**config.mk**
```make
export PLATFORM = sky130hd
export DESIGN_NAME = ohmic_contact_probe_detector_flat
export DESIGN_NICKNAME = d
export VERILOG_FILES = /design/src/design/ocpd_pkg.sv /design/src/design/ocpd_if.sv /design/src/design/ohmic_contact_probe_detector.sv /design/src/design/ocpd_cfg_regs.sv /design/src/design/ocpd_in_stage.sv /design/src/design/ocpd_core.sv /design/src/flat_wrapper.sv
export SDC_FILE = /design/constraint.sdc
export NUM_CORES = 1
export LEC_CHECK = 0
export BUFFER_PORTS_ARGS = -buffer_cell sky130_fd_sc_hd__clkbuf_2
export CORE_ASPECT_RATIO = 1.2
export CORE_MARGIN = 3
export CORE_UTILIZATION = 60
export DETAILED_ROUTE_END_ITERATION = 8
export PLACE_DENSITY = 0.78
export SLEW_MARGIN = 0
export SYNTH_ARGS = -nofsm -noshare
export SYNTH_HDL_FRONTEND = slang
export SYNTH_SLANG_ARGS = --single-unit
```
**constraint.sdc**
```tcl
create_clock -name clk -period 7.1 [get_ports clk]
set_input_delay 1.42 -clock clk [delete_from_list [all_inputs] [get_ports clk]]
set_output_delay 1.42 -clock clk [all_outputs]
set_load 0.01 [all_outputs]
```
**src/design/ocpd_pkg.sv**
```systemverilog
`default_nettype none
package ocpd_pkg;

  localparam int UV_W      = 32;
  localparam int DIFF_W    = UV_W + 1;
  localparam int TICKS_W   = 16;
  localparam int SETUP_W   = TICKS_W + 1;
  localparam int CFG_IDX_W = 2;

  typedef logic signed [UV_W-1:0]   uv_t;
  typedef logic signed [DIFF_W-1:0] uv_diff_t;

  // drop tests are active only above this magnitude
  localparam uv_diff_t DROP_ENABLE_UV = 33'sd1000;

  typedef enum logic [4:0] {
    MODE_IDLE   = 5'b00001,
    MODE_SETUP  = 5'b00010,
    MODE_PROBE  = 5'b00100,
    MODE_SENSED = 5'b01000,
    MODE_DONE   = 5'b10000
  } mode_t;

  typedef enum logic [CFG_IDX_W-1:0] {
    REG_START_LIMIT = 2'd0,
    REG_DROP_LIMIT  = 2'd1,
    REG_SETUP_TICKS = 2'd2
  } cfg_reg_t;

  typedef struct packed {
    uv_t                start_limit_uv;
    uv_t                drop_limit_uv;
    logic [TICKS_W-1:0] setup_ticks;
  } cfg_t;

  typedef struct packed {
    uv_t  voltage_uv;
    logic read_error;
    logic probe_enable;
  } sample_t;

endpackage
`default_nettype wire

```
**src/design/ocpd_if.sv**
```systemverilog
`default_nettype none
interface ocpd_in_if import ocpd_pkg::*; ();
  logic valid;
  logic ready;
  uv_t  voltage_uv;
  logic read_error;
  logic probe_enable;

  modport source (output valid, output voltage_uv, output read_error, output probe_enable,
                  input ready);
  modport sink (input valid, input voltage_uv, input read_error, input probe_enable,
                output ready);
endinterface

interface ocpd_out_if ();
  logic valid;
  logic ready;
  logic contact_sensed;

  modport source (output valid, output contact_sensed, input ready);
  modport sink (input valid, input contact_sensed, output ready);
endinterface

interface ocpd_cfg_if import ocpd_pkg::*; ();
  logic                 valid;
  logic                 ready;
  logic [CFG_IDX_W-1:0] index;
  logic [UV_W-1:0]      data;

  modport source (output valid, output index, output data, input ready);
  modport sink (input valid, input index, input data, output ready);
endinterface
`default_nettype wire

```
**src/design/ohmic_contact_probe_detector.sv**
```systemverilog
// path: an accepted transaction is captured in the input register, then moves to the
//   result register when the output side is not stalled
// throughput: one transaction per clock unless the output stalls; the mode update is
//   combinational logic on the input register; a stall also holds a full input register
// reset: synchronous active-low rst_n returns to idle with counters, window fill and
//   configuration cleared; no clearing pass, transactions are taken right after reset
`default_nettype none
module ohmic_contact_probe_detector import ocpd_pkg::*; #(
  parameter int WINDOW_DEPTH  = 3,
  parameter int PROBE_TIMEOUT = 30000,
  parameter int HOLD_TICKS    = 100
) (
  input  wire         clk,
  input  wire         rst_n,
  ocpd_in_if.sink     in_if,
  ocpd_out_if.source  out_if,
  ocpd_cfg_if.sink    cfg_if
);

  cfg_t    cfg;
  logic    s1_valid;
  sample_t s1_sample;
  logic    advance;

  ocpd_cfg_regs u_cfg_regs (
    .clk    (clk),
    .rst_n  (rst_n),
    .cfg_if (cfg_if),
    .cfg    (cfg)
  );

  ocpd_in_stage u_in_stage (
    .clk       (clk),
    .rst_n     (rst_n),
    .in_if     (in_if),
    .advance   (advance),
    .s1_valid  (s1_valid),
    .s1_sample (s1_sample)
  );

  ocpd_core #(
    .WINDOW_DEPTH  (WINDOW_DEPTH),
    .PROBE_TIMEOUT (PROBE_TIMEOUT),
    .HOLD_TICKS    (HOLD_TICKS)
  ) u_core (
    .clk       (clk),
    .rst_n     (rst_n),
    .cfg       (cfg),
    .s1_valid  (s1_valid),
    .s1_sample (s1_sample),
    .advance   (advance),
    .out_if    (out_if)
  );

endmodule
`default_nettype wire

```
**src/design/ocpd_cfg_regs.sv**
```systemverilog
`default_nettype none
module ocpd_cfg_regs import ocpd_pkg::*; (
  input  wire         clk,
  input  wire         rst_n,
  ocpd_cfg_if.sink    cfg_if,
  output cfg_t        cfg
);

  cfg_t cfg_r;
  cfg_t cfg_nxt;

  assign cfg_if.ready = 1'b1;
  assign cfg = cfg_r;

  always_comb begin
    cfg_nxt = cfg_r;
    if (cfg_if.valid) begin
      case (cfg_reg_t'(cfg_if.index))
        REG_START_LIMIT: cfg_nxt.start_limit_uv = uv_t'(cfg_if.data);
        REG_DROP_LIMIT:  cfg_nxt.drop_limit_uv  = uv_t'(cfg_if.data);
        REG_SETUP_TICKS: cfg_nxt.setup_ticks    = cfg_if.data[TICKS_W-1:0];
        default: ;
      endcase
    end
  end

  always_ff @(posedge clk) begin
    if (!rst_n) begin
      cfg_r <= '0;
    end else begin
      cfg_r <= cfg_nxt;
    end
  end

endmodule
`default_nettype wire

```
**src/design/ocpd_in_stage.sv**
```systemverilog
`default_nettype none
module ocpd_in_stage import ocpd_pkg::*; (
  input  wire         clk,
  input  wire         rst_n,
  ocpd_in_if.sink     in_if,
  input  wire         advance,
  output logic        s1_valid,
  output sample_t     s1_sample
);

  logic    s1_valid_r;
  logic    s1_valid_nxt;
  sample_t s1_sample_r;
  logic    take;

  assign in_if.ready = !s1_valid_r || advance;
  assign take        = in_if.valid && in_if.ready;
  assign s1_valid    = s1_valid_r;
  assign s1_sample   = s1_sample_r;

  always_comb begin
    s1_valid_nxt = s1_valid_r;
    if (take) begin
      s1_valid_nxt = 1'b1;
    end else if (advance) begin
      s1_valid_nxt = 1'b0;
    end
  end

  always_ff @(posedge clk) begin
    if (!rst_n) begin
      s1_valid_r <= 1'b0;
    end else begin
      s1_valid_r <= s1_valid_nxt;
    end
  end

  always_ff @(posedge clk) begin
    if (take) begin
      s1_sample_r <= '{voltage_uv: in_if.voltage_uv, read_error: in_if.read_error,
                       probe_enable: in_if.probe_enable};
    end
  end

endmodule
`default_nettype wire

```
**src/design/ocpd_core.sv**
```systemverilog
`default_nettype none
module ocpd_core import ocpd_pkg::*; #(
  parameter int WINDOW_DEPTH  = 3,
  parameter int PROBE_TIMEOUT = 30000,
  parameter int HOLD_TICKS    = 100
) (
  input  wire         clk,
  input  wire         rst_n,
  input  var cfg_t    cfg,
  input  wire         s1_valid,
  input  var sample_t s1_sample,
  output logic        advance,
  ocpd_out_if.source  out_if
);

  localparam int CNT_W = $clog2(WINDOW_DEPTH + 1);
  localparam int IDX_W = $clog2(WINDOW_DEPTH);
  localparam int PC_W  = $clog2(PROBE_TIMEOUT + 2);
  localparam int HC_W  = $clog2(HOLD_TICKS + 1);

  mode_t              mode_r, mode_nxt;
  logic [SETUP_W-1:0] setup_cnt_r, setup_cnt_nxt;
  logic [PC_W-1:0]    probe_cnt_r, probe_cnt_nxt;
  logic [HC_W-1:0]    hold_cnt_r, hold_cnt_nxt;
  uv_t                reference_r, reference_nxt;
  uv_t                previous_r, previous_nxt;
  logic [CNT_W-1:0]   recent_cnt_r, recent_cnt_nxt;
  uv_t                win_r [WINDOW_DEPTH];
  logic               push;
  logic               out_valid_r, out_valid_nxt;
  logic               out_sensed_r, sensed;

  logic               fire;
  logic [IDX_W-1:0]   oldest_idx;
  uv_t                oldest;
  uv_diff_t           v_x, start_x, drop_x, ref_x, prev_x, old_x;
  logic               drops, hit;

  assign advance = !out_valid_r || out_if.ready;
  assign fire    = s1_valid && advance;

  assign out_if.valid          = out_valid_r;
  assign out_if.contact_sensed = out_sensed_r;

  // oldest held sample once the current one has been pushed
  always_comb begin
    if (recent_cnt_r >= CNT_W'(WINDOW_DEPTH - 1)) begin
      oldest_idx = IDX_W'(WINDOW_DEPTH - 1);
    end else begin
      oldest_idx = recent_cnt_r[IDX_W-1:0];
    end
    if (oldest_idx == '0) begin
      oldest = s1_sample.voltage_uv;
    end else begin
      oldest = win_r[IDX_W'(oldest_idx - 1'b1)];
    end
  end

  always_comb begin
    v_x     = $signed({s1_sample.voltage_uv[UV_W-1], s1_sample.voltage_uv});
    start_x = $signed({cfg.start_limit_uv[UV_W-1], cfg.start_limit_uv});
    drop_x  = $signed({cfg.drop_limit_uv[UV_W-1], cfg.drop_limit_uv});
    ref_x   = $signed({reference_r[UV_W-1], reference_r});
    prev_x  = $signed({previous_r[UV_W-1], previous_r});
    old_x   = $signed({oldest[UV_W-1], oldest});
    drops   = (drop_x > DROP_ENABLE_UV) || (drop_x < -DROP_ENABLE_UV);
    hit     = (v_x <= start_x) ||
              (drops && ((ref_x - v_x) >= drop_x)) ||
              (drops && ((prev_x - v_x) >= drop_x)) ||
              (drops && ((old_x - v_x) > drop_x));
  end

  always_comb begin
    mode_nxt       = mode_r;
    setup_cnt_nxt  = setup_cnt_r;
    probe_cnt_nxt  = probe_cnt_r;
    hold_cnt_nxt   = hold_cnt_r;
    reference_nxt  = reference_r;
    previous_nxt   = previous_r;
    recent_cnt_nxt = recent_cnt_r;
    push           = 1'b0;
    sensed         = 1'b0;

    if (fire) begin
      if (!s1_sample.probe_enable || s1_sample.read_error) begin
        mode_nxt = MODE_IDLE;
      end else begin
        case (mode_r)
          MODE_IDLE: begin
            if (v_x > start_x) begin
              mode_nxt       = MODE_SETUP;
              setup_cnt_nxt  = '0;
              recent_cnt_nxt = '0;
            end
          end
          MODE_SETUP: begin
            if (setup_cnt_r != '1) begin
              setup_cnt_nxt = setup_cnt_r + 1'b1;
            end
            if (setup_cnt_r > {1'b0, cfg.setup_ticks}) begin
              mode_nxt      = MODE_PROBE;
              probe_cnt_nxt = '0;
              previous_nxt  = '0;
              reference_nxt = s1_sample.voltage_uv;
            end
          end
          MODE_PROBE: begin
            push = 1'b1;
            if (recent_cnt_r < CNT_W'(WINDOW_DEPTH)) begin
              recent_cnt_nxt = recent_cnt_r + 1'b1;
            end
            // count saturates one past the timeout, which is all the compare needs
            if (probe_cnt_r <= PC_W'(PROBE_TIMEOUT)) begin
              probe_cnt_nxt = probe_cnt_r + 1'b1;
            end
            if (probe_cnt_r > PC_W'(PROBE_TIMEOUT)) begin
              mode_nxt = MODE_IDLE;
            end else begin
              if (hit) begin
                sensed       = 1'b1;
                hold_cnt_nxt = '0;
                mode_nxt     = MODE_SENSED;
              end
              previous_nxt = s1_sample.voltage_uv;
            end
          end
          MODE_SENSED: begin
            if (hold_cnt_r >= HC_W'(HOLD_TICKS)) begin
              mode_nxt = MODE_DONE;
            end else begin
              sensed       = 1'b1;
              hold_cnt_nxt = hold_cnt_r + 1'b1;
            end
          end
          MODE_DONE: begin
            sensed = 1'b0;
          end
          default: begin
            mode_nxt = MODE_IDLE;
          end
        endcase
      end
    end
  end

  always_comb begin
    out_valid_nxt = out_valid_r;
    if (fire) begin
      out_valid_nxt = 1'b1;
    end else if (out_if.ready) begin
      out_valid_nxt = 1'b0;
    end
  end

  always_ff @(posedge clk) begin
    if (!rst_n) begin
      mode_r       <= MODE_IDLE;
      setup_cnt_r  <= '0;
      probe_cnt_r  <= '0;
      hold_cnt_r   <= '0;
      reference_r  <= '0;
      previous_r   <= '0;
      recent_cnt_r <= '0;
      out_valid_r  <= 1'b0;
    end else begin
      mode_r       <= mode_nxt;
      setup_cnt_r  <= setup_cnt_nxt;
      probe_cnt_r  <= probe_cnt_nxt;
      hold_cnt_r   <= hold_cnt_nxt;
      reference_r  <= reference_nxt;
      previous_r   <= previous_nxt;
      recent_cnt_r <= recent_cnt_nxt;
      out_valid_r  <= out_valid_nxt;
    end
  end

  // sample window, newest first
  always_ff @(posedge clk) begin
    if (push) begin
      win_r[0] <= s1_sample.voltage_uv;
      for (int i = 1; i < WINDOW_DEPTH; i++) begin
        win_r[i] <= win_r[i-1];
      end
    end
  end

  always_ff @(posedge clk) begin
    if (fire) begin
      out_sensed_r <= sensed;
    end
  end

endmodule
`default_nettype wire

```
**src/flat_wrapper.sv**
```systemverilog
// flat-port wrapper written by rule: the top's interface ports become plain ports
module ohmic_contact_probe_detector_flat import ocpd_pkg::*;
#(
  parameter int WINDOW_DEPTH  = 3,
  parameter int PROBE_TIMEOUT = 30000,
  parameter int HOLD_TICKS    = 100
)
  (clk, rst_n, in_if_valid, in_if_voltage_uv, in_if_read_error, in_if_probe_enable, in_if_ready, out_if_valid, out_if_contact_sensed, out_if_ready, cfg_if_valid, cfg_if_index, cfg_if_data, cfg_if_ready);
  ocpd_in_if in_if_i ();
  ocpd_out_if out_if_i ();
  ocpd_cfg_if cfg_if_i ();
  input  wire clk;
  input  wire rst_n;
  input wire logic [$bits(in_if_i.valid)-1:0] in_if_valid;
  input wire logic [$bits(in_if_i.voltage_uv)-1:0] in_if_voltage_uv;
  input wire logic [$bits(in_if_i.read_error)-1:0] in_if_read_error;
  input wire logic [$bits(in_if_i.probe_enable)-1:0] in_if_probe_enable;
  output wire logic [$bits(in_if_i.ready)-1:0] in_if_ready;
  output wire logic [$bits(out_if_i.valid)-1:0] out_if_valid;
  output wire logic [$bits(out_if_i.contact_sensed)-1:0] out_if_contact_sensed;
  input wire logic [$bits(out_if_i.ready)-1:0] out_if_ready;
  input wire logic [$bits(cfg_if_i.valid)-1:0] cfg_if_valid;
  input wire logic [$bits(cfg_if_i.index)-1:0] cfg_if_index;
  input wire logic [$bits(cfg_if_i.data)-1:0] cfg_if_data;
  output wire logic [$bits(cfg_if_i.ready)-1:0] cfg_if_ready;
  assign in_if_i.valid = in_if_valid;
  assign in_if_i.voltage_uv = in_if_voltage_uv;
  assign in_if_i.read_error = in_if_read_error;
  assign in_if_i.probe_enable = in_if_probe_enable;
  assign in_if_ready = in_if_i.ready;
  assign out_if_valid = out_if_i.valid;
  assign out_if_contact_sensed = out_if_i.contact_sensed;
  assign out_if_i.ready = out_if_ready;
  assign cfg_if_i.valid = cfg_if_valid;
  assign cfg_if_i.index = cfg_if_index;
  assign cfg_if_i.data = cfg_if_data;
  assign cfg_if_ready = cfg_if_i.ready;
  ohmic_contact_probe_detector #(.WINDOW_DEPTH(WINDOW_DEPTH), .PROBE_TIMEOUT(PROBE_TIMEOUT), .HOLD_TICKS(HOLD_TICKS)) u_core (.clk(clk), .rst_n(rst_n), .in_if(in_if_i), .out_if(out_if_i), .cfg_if(cfg_if_i));
endmodule
```
* Yosys cells after proc, flatten, opt, wreduce, memory -nomap -nowiden
Memory sizes are Yosys's and may differ from the RTL's.
Cells that the tools add are included.
** Storage, ports and cells
- RAM bits :: 96
- Memories kept :: 1
- Word-level logic and storage cells :: 131
- Bits in registers :: 227
- Output and inout port bits :: 4
** Memory list
- u_core.u_core.win_r :: words 3, width 32, read ports 3, clocked after memory_dff 0, wr ports 3, line ocpd_core.sv:28 : uv_t win_r [WINDOW_DEPTH];
** Operators by class
- Multiplexer cells :: 38
- Reduce and logical (&&, ||, !) cells :: 33
- Bitwise operators :: 1
- $add $sub $neg :: 8
- Magnitude comparators :: 13
- Eq/ne operators :: 21
** Operator list (count)
- subtractor 32 x 32 -> 33 bit :: 3
- two-way mux 32 bit :: 3
- >= comparator 33 x 32 -> 1 bit :: 2
- case mux 32 bit (2 select lines) :: 1
- two-way mux 17 bit :: 2
- case mux 17 bit (2 select lines) :: 1
- > comparator 33 x 32 -> 1 bit :: 1
- > comparator 32 x 11 -> 1 bit, second input constant :: 1
- > comparator 32 bit :: 1
- less-or-equal comparator 32 bit :: 1
- less-than comparator 32 x 11 -> 1 bit, second input constant :: 1
- two-way mux 15 bit :: 2
- two-way mux 5 bit :: 6
- case mux 15 bit (2 select lines) :: 1
- case mux 5 bit (5 select lines) :: 1
- two-way mux 7 bit :: 3
- AND reduction 5 bit :: 4
- != test 2 bit, second input constant :: 9
- adder 17 x 1 -> 17 bit, second input constant :: 1
- > comparator 17 x 16 -> 1 bit :: 1
- != test 17 bit, second input constant :: 1
- adder 15 x 1 -> 15 bit, second input constant :: 1
- > comparator 15 bit, second input constant :: 1
- less-or-equal comparator 15 bit, second input constant :: 1
- other kinds (29) :: 65

* Longest topological paths before layout
Gate-level depths: netlist of the first run.
An unclocked memory read counts as a cell.
- Word-level depth :: 13
- Depth in mapped cells :: 32

* Hierarchy
A second synthesis of the first run with hierarchy kept.
** Unflattened totals
- Cells, all modules :: 2196
- Area total of the unflattened synthesis :: 19620.1 sq um
** Modules (own cells, without submodules)
- ocpd_core :: seq. area each 4174.0 sq um, cells each 1858, instances 1, area an instance 15477.3 sq um
- ocpd_cfg_regs :: seq. area each 1601.5 sq um, cells each 299, instances 1, area an instance 3064.2 sq um
- ocpd_in_stage :: seq. area each 1041.0 sq um, cells each 39, instances 1, area an instance 1078.5 sq um

* Least setup slack after synthesis of the first run
No wires, ideal clock.
- Kind :: flip-flop to flip-flop
- From :: register u_core.u_core.recent_cnt_r[0]
- To :: register u_core.u_core.hold_cnt_r[1]
- Cell stages (with the launch flop) :: 29
- Clock period less this slack :: 6.191 ns
- Data arrival time :: 6.072 ns
- Setup slack :: 0.909 ns
- Cell sequence :: dfxtp_1 -> ha_1 -> clkbuf_1 -> buf_1 -> mux2i_1 -> o21ai_0 -> fa_1 -> a21o_1 -> a21o_1 -> a21oi_1 -> o21ai_1 -> a21oi_1 -> o211ai_1 -> a32oi_1 -> o21bai_1 -> a21o_1 -> a21oi_1 -> xnor2_1 -> ha_1 -> a21o_1 -> a2111o_1 -> a211oi_1 -> o221ai_1 -> a221o_1 -> o22ai_1 -> o21bai_2 -> and2_1 -> mux2i_1 -> nor2_1
** Between the ends
- Cells in the longest elaborated chain, start to end :: 11
- Elaborated cells on any way between the ends :: 12
- Classes of those cells :: add/sub (2); order compare (2); eq/ne (1); mux (2); reduce/logical (4); memory (1)
** Ends and longest elaborated chain
- start: declaration :: line ocpd_core.sv:27 : logic [CNT_W-1:0] recent_cnt_r, recent_cnt_nxt;
- start signal: assignment :: line ocpd_core.sv:172 : recent_cnt_r <= recent_cnt_nxt;
- >= comparator 2 bit :: line ocpd_core.sv:47 : if (recent_cnt_r >= CNT_W'(WINDOW_DEPTH - 1)) begin
- two-way mux 2 bit (*) :: line ocpd_core.sv:47
- subtractor 2 x 1 -> 2 bit :: line ocpd_core.sv:55 : oldest = win_r[IDX_W'(oldest_idx - 1'b1)];
- memory read (3 x 32 bit)
- two-way mux 32 bit (*) :: line ocpd_core.sv:52 : if (oldest_idx == '0) begin
- subtractor 32 x 32 -> 33 bit (*) :: line ocpd_core.sv:70 : (drops && ((old_x - v_x) > drop_x));
- > comparator 33 x 32 -> 1 bit (*) :: line ocpd_core.sv:70
- logical AND 1 bit (*) :: line ocpd_core.sv:70
- logical OR 1 bit (*) :: line ocpd_core.sv:69 : (drops && ((prev_x - v_x) >= drop_x)) ||
- != test 2 bit (no line) (*)
- AND reduction 6 bit (no line) (*)
- end signal: assignment :: line ocpd_core.sv:169 : hold_cnt_r <= hold_cnt_nxt;
- end: declaration :: line ocpd_core.sv:24 : logic [HC_W-1:0] hold_cnt_r, hold_cnt_nxt;
Mark *: on every way between the ends. The rest lies on a longest branch, timed or not.
A chain may end at the register's enable or synchronous reset.

* Final worst setup path of the first run
Same ends and word-level chain as after synthesis.

==> summary.md, run 1 <==
| Metric | Value |
|---|---|
| Initial DRC count | `1338` |
| Setup slack at placement | `539 ps` |
| CTS root buf | `clkbuf_16` |
| Slowest CP cell | `fa_1` |
| Req. time, crit path | `7520 ps` |
| Worst slew pin tran | `1300 ps` |
| Startpoint Class | `register` |
| Detailed Routing Iterations Pass 1 | `6` |
| Largest net degree at the start of global routing | `93` |
| Seq/Total Area, Yosys | `35.7%` |
| # IOs | `77` |
| Critical path class | `reg -> reg` |
| VDD IR max | `216 µV` |
| Top delay family on crit path | `compound AO/OA/AOI/OAI gates` |
| Layout Utilization | `68.1%` |
| Worst skew pair latency | `540 ps` |
| Vias in the first global route | `16.2k` |
| Die Wd | `169 µm` |
| Port buffer count | `75` |
| Drt drc | `0` |
| Core ar. | `30900 µm²` |
| Outcome | `complete, no violations` |
| # rows | `70` |
| Setup Buffers After CTS | `0` |
| Period utilization | `92.6%` |
| Total Routed Length | `53300 µm` |
| Max clock buf depth | `3` |
| Final setup margin | `524 ps` |
| Power per cell area | `198 nW/µm²` |
| Post-synth cell types | `79` |
| # setup viols final | `0` |
| Achievable Freq | `152 MHz` |
| Syn Inst Count | `2213` |
| Met2 GRT Util | `51.5%` |
| Setup TNS | `0 ps` |
| Area grow syn2layout | `10.4%` |
| Number of synthesized register bits | `291` |
| Number of synthesized flops with an enable pin | `99` |
| CTS tree | `yes` |
| Placed insts | `2650` |
| Initial antenna violation count | `0` |
| GRT Total Usage | `30.8%` |
| Syn nets | `2541` |
| Share of synthesized flip-flops with an asynchronous set or reset | `0%` |
| Met1 usage | `40.0%` |
| CTS Sinks | `291` |
| Final hold vios | `0` |
| Hold/Removal Path Class | `reg -> reg` |
| R2R Setup Slk | `520 ps` |
| CP max FO | `22` |
| Post-layout net count | `2618` |
| Starting Density | `61.7%` |
| Critical path buffers and inverters | `3` |
| Commonest non-fill, non-tap cell in the layout | `nand2_1` |
| Routed vias/inst | `6.13` |
| H-tree depth | `2` |
| Die Y | `201 µm` |
| Main synth FF type | `dfxtp_1` |
| Yosys warning total | `0` |
| Max stage delay on crit path | `480 ps` |
| Routed via count | `16.6k` |
| Clock skew | `16.1 ps` |
| Die area | `34000 µm²` |
| Post-cts hold buffer count | `0` |
| Syn_area_per_cell | `8.62 µm²` |
| Tmin final | `6580 ps` |
| Global-route wire length before repair | `84600 µm` |
| Post-CTS Resized | `0` |
| CP Capture Type | `register` |
| Routed WL per cell | `19.7 µm` |
| Most used cell, CP | `a21o_1` |
| GRT met3 Usage | `4.50%` |
| Share of layout cells above drive strength 1 | `8.16%` |
| Pleak | `8.65 nW` |
| Num CTS Buffers | `34` |
| GRT overflow | `0` |
| Most frequent cells in the layout | `nand2_1, ha_1, a21oi_1` |
| Placer Congestion | `0.959` |
| Crit path DAT | `6990 ps` |
| Max_slew headroom | `13.2%` |
| Gr busiest metal | `met2` |
| Remaining antenna violation count after routing | `0` |
| Max-slew violation count | `0` |
| Post-Syn Area | `19100 µm²` |
| HPWL Detailed | `40100 µm` |
| Maxcap violations | `0` |
| ANT cells | `0` |
| Layout Cells excl Fill | `2712` |
| CTS clk-pin slew, worst paths | `60 ps` |
==> final timing paths <==
check	from	end	cells past startpoint
setup / recovery	u_core.u_core.recent_cnt_r[0]$_SDFFE_PN0P_	u_core.u_core.hold_cnt_r[1]$_SDFFE_PN0P_	29
hold / removal	u_core.u_core.win_r[0][17]$_DFFE_PP_	u_core.u_core.win_r[1][17]$_DFFE_PP_	0
setup reg to reg	u_core.u_core.recent_cnt_r[0]$_SDFFE_PN0P_	u_core.u_core.hold_cnt_r[1]$_SDFFE_PN0P_	29
hold reg to reg	u_core.u_core.win_r[0][17]$_DFFE_PP_	u_core.u_core.win_r[1][17]$_DFFE_PP_	0
==> per-stage QoR <==
stage	area, µm²	hold slack, ps	power [mW]
2_1_floorplan	19100	426	2.26
3_3_place_gp	20000	432	2.43
3_5_place_dp	20000	440	2.45
4_1_cts	21000	447	4.17
5_1_grt	21100	451	4.32
6_report	21100	443	4.16
==> state kept, by name (all words and copies together) (netlist names), 7 cells and up <==
register	count
u_core.u_core.previous_r	32
u_core.u_core.probe_cnt_r	15
u_core.u_core.reference_r	32
u_core.u_core.setup_cnt_r	17
u_core.u_cfg_regs.cfg	80
u_core.u_in_stage.s1_sample	34
u_core.u_core.win_r	64
u_core.u_core.hold_cnt_r	7
==> where the power goes <==
part | total (mW) | switching, mW | internal, mW | leakage, nW
Combinational | 0.648 | 0.382 | 0.266 | 5.67
Clock | 1.73 | 0.729 | 1.00 | 0.519
Sequential | 1.78 | 0.0332 | 1.75 | 2.47
==> area by class of cell <==
class	instances	area, µm²
inverter	167	629
timing repair buffer	107	623
clock buffer	47	931
tap	396	495
fill	2487	9870
multi-input combinational	1689	11400
sequential	291	6820
clock inverter	15	156
==> cells by family after synthesis <==
group | synth area share [%]
simple gates | 17.0
compound gates | 18.6
flops | 35.7
fa+ha+maj | 16.8
buf+inv | 4.64
xor+xnor | 5.23
mux | 1.89
other cells | 0.0197
==> cells in the mapped netlist, types with 4 or more instances <==
library cell,instances,area share [%]
a2111oi_0,6,0.28
a211o_1,6,0.28
a211oi_1,10,0.39
a21boi_0,4,0.16
a21o_1,72,2.8
a21oi_1,238,6.2
a22oi_1,34,1.3
a31oi_1,15,0.49
and2_1,8,0.26
and3_1,16,0.52
clkbuf_1,58,1.1
dfxtp_1,192,20
edfxtp_1,99,16
ha_1,252,17
inv_1,167,3.3
mux2i_1,36,1.9
nand2_1,337,6.6
nand2b_1,20,0.66
nand3_1,43,1.1
nand3b_1,4,0.16
nand4_1,45,1.5
nor2_1,138,2.7
nor2_2,4,0.13
nor2b_1,19,0.62
nor3_1,29,0.76
nor3b_1,4,0.16
nor4_1,14,0.46
o211ai_1,10,0.39
o21a_1,20,0.79
o21ai_0,84,2.2
o21ai_1,6,0.16
o21bai_1,15,0.59
o22ai_1,5,0.16
o31a_1,4,0.18
o31ai_1,8,0.31
or3_1,9,0.30
xnor2_1,74,3.4
xor2_1,40,1.8
==> layer usage <==
metal	share of wire, %	vias to the layer above	routed length (µm)
li1	-	8020	-
met1	41	7858	22100
met2	47	611	25000
met3	7.4	124	3940
met4	4.2	0	2250
met5	0	-	0
(Power assumes the default switching activity.)
==> inputs of run 2 (changes only) <==
==> constraint.sdc (replaced) <==
create_clock -name clk -period 7.1 [get_ports clk]
set_input_delay 0 -clock clk [delete_from_list [all_inputs] [get_ports clk]]
set_output_delay 0 -clock clk [all_outputs]
set_load 0.01 [all_outputs]
==> summary.md, run 2 (same netlist as run 1, synthesis figures left out) <==
| Metric | Value |
|---|---|
| Outcome | `complete, no violations` |
| Worst slew pin tran | `1270 ps (-29.6 ps)` |
| GRT overflow | `0 (unchanged)` |
| # setup viols final | `0 (unchanged)` |
| Detailed Routing Iterations Pass 1 | `5 (-1)` |
| Initial antenna violation count | `0 (unchanged)` |
| Top delay family on crit path | `compound AO/OA/AOI/OAI gates` |
| Routed vias/inst | `6.14 (+0.25%)` |
| Die area | `34000 µm² (unchanged)` |
| Startpoint Class | `register` |
| Critical path class | `reg -> reg` |
| Max stage delay on crit path | `480 ps (about the same)` |
| CTS root buf | `clkbuf_16` |
| HPWL Detailed | `40000 µm (-0.34%)` |
| CTS clk-pin slew, worst paths | `60 ps (about the same)` |
| Port buffer count | `75 (unchanged)` |
| Pleak | `9.00 nW (+4.0%)` |
| Placed Area | `20000 µm² (unchanged)` |
| Period utilization | `94.3% (+1.7 points)` |
| Clock skew | `14.9 ps (-1.17 ps)` |
| Layout Cells excl Fill | `2782 (+2.6%)` |
| # fillers | `2384 (-4.1%)` |
| Most frequent cells in the layout | `nand2_1, ha_1, a21oi_1` |
| CP Capture Type | `register` |
| Routed via count | `17.1k (+2.8%)` |
| Achievable Freq | `149 MHz (-1.8%)` |
| Crit path DAT | `7090 ps (+100 ps)` |
| Placed insts | `2650 (unchanged)` |
| Max_slew headroom | `15.1% (+2.0 points)` |
| ANT cells | `0 (unchanged)` |
| Final hold vios | `0 (unchanged)` |
| Setup slack at placement | `540 ps (+0.165 ps)` |
| Share of layout cells above drive strength 1 | `8.13% (-0.030 points)` |
| Design area | `21800 µm² (+3.7%)` |
| Worst Hold Slack | `96.4 ps (-346 ps)` |
| Max clock buf depth | `3 (unchanged)` |
| Die Wd | `169 µm (unchanged)` |
| Core ar. | `30900 µm² (unchanged)` |
| Global-route wire length before repair | `86600 µm (+2.3%)` |
| Remaining antenna violation count after routing | `0 (unchanged)` |
| Routed WL per cell | `19.6 µm (-0.48%)` |
| Initial DRC count | `1439 (+7.5%)` |
| Unrepaired setup endpoints after global routing | `false` |
| Hold/Removal Path Class | `in -> reg` |
| Final setup margin | `403 ps (-121 ps)` |
| CTS Sinks | `291 (unchanged)` |
| Die Y | `201 µm (unchanged)` |
| Vias in the first global route | `16.6k (+2.3%)` |
| Max FFs per register | `80 (unchanged)` |
| Area grow syn2layout | `14.4%` |
| VDD IR max | `230 µV (+6.3%)` |
| Largest net degree at the start of global routing | `103 (+11%)` |
| Starting Density | `61.7% (unchanged)` |
| # IOs | `77 (unchanged)` |
| Drt drc | `0 (unchanged)` |
| Worst skew pair latency | `530 ps (about the same)` |
| Critical path buffers and inverters | `4 (+1)` |
| Total Routed Length | `54400 µm (+2.1%)` |
| Max-slew violation count | `0 (unchanged)` |
| Post-layout net count | `2688 (+2.7%)` |
| Slowest CP cell | `fa_1` |
| Tmin final | `6700 ps (+121 ps)` |
| Maxcap violations | `0 (unchanged)` |
| Setup TNS | `0 ps (unchanged)` |
| GRT Total Usage | `31.5% (+0.70 points)` |
| Power per cell area | `196 nW/µm² (-0.66%)` |
| Placer Congestion | `0.969 (+0.99%)` |
| H-tree depth | `2 (unchanged)` |
| Most used cell, CP | `a21o_1` |
| Commonest non-fill, non-tap cell in the layout | `nand2_1` |
| # rows | `70 (unchanged)` |
| Num CTS Buffers | `34 (unchanged)` |
| CP max FO | `22 (unchanged)` |
| CTS tree | `yes` |
| Req. time, crit path | `7490 ps (-30 ps)` |
-- run 2: cell count changes in the layout (fill, tap and decap cells not counted), moves of 2 or more --
cell	delta
clkbuf_1	-4
clkinv_2	+2
clkinvlp_4	-3
inv_6	+2
clkbuf_8	+3
dlygate4sd3_1	+70
-- run 2: final cells by class --
cell class                      instances  area, µm²  share of cell area (%)
Sequential cell                       291       6820                    31.2
Clock buffer                           47        982                    4.50
Clock inverter                         15        181                   0.831
Timing Repair Buffer                  177       1320                    6.06
Tap cell                              396        495                    2.27
Inverter                              167        629                    2.88
Multi-Input combinational cell       1689      11400                    52.2
-- run 2: power breakdown --
group	internal (mW)	leakage (nW)	total, mW	switching, mW
logic	0.291	5.96	0.680	0.389
clock network	1.09	0.573	1.82	0.733
registers	1.75	2.47	1.78	0.0337
total	3.13	9.00	4.28	1.16
-- run 2: layer usage --
metal	track usage, %	share of wire, %
met3	5.21	7.4
met2	52.2	47
met4	13.8	4.4
met1	40.4	41
met5	0	0
-- run 2: worst register-to-register path, delay by kind of cell (launching register included) --
family / cells / cell delay (ps)
simple gates: 1 / 200
fa+ha+maj: 3 / 1010
buf+inv: 4 / 690
mux: 1 / 230
flops: 1 / 410
compound gates: 19 / 3870
xor+xnor: 1 / 150
-- run 2: timing repair --
| item | CTS | global route |
|---|---|---|
| gates resized for setup | 0 | 2 |
| setup endpoints to repair | 0 | 3 |
| hold buffers | 70 | 0 |
| setup buffers | 0 | 0 |
| endpoints found under the hold margin | 124 | 0 |
-- run 2: through the flow --
step / power (mW) / utilization [%]
floorplan: 2.26 / -
global placement: 2.43 / 64.5
detailed placement: 2.45 / 64.5
CTS: 4.29 / 70.6
global route: 4.45 / 70.6
finish: 4.28 / 70.6
-- run 2: path summary, 6_finish.rpt --
check,start,to,slack (ps),depth (start not counted)
min,cfg_if_index[1],u_core.u_cfg_regs.cfg[49]$_SDFFE_PN0P_,100,5
min reg2reg,u_core.u_core.win_r[0][12]$_DFFE_PP_,u_core.u_core.win_r[1][12]$_DFFE_PP_,450,0
max reg2reg,u_core.u_core.recent_cnt_r[0]$_SDFFE_PN0P_,u_core.u_core.mode_r[0]$_SDFFE_PN1P_,400,29
max,u_core.u_core.recent_cnt_r[0]$_SDFFE_PN0P_,u_core.u_core.mode_r[0]$_SDFFE_PN1P_,400,29
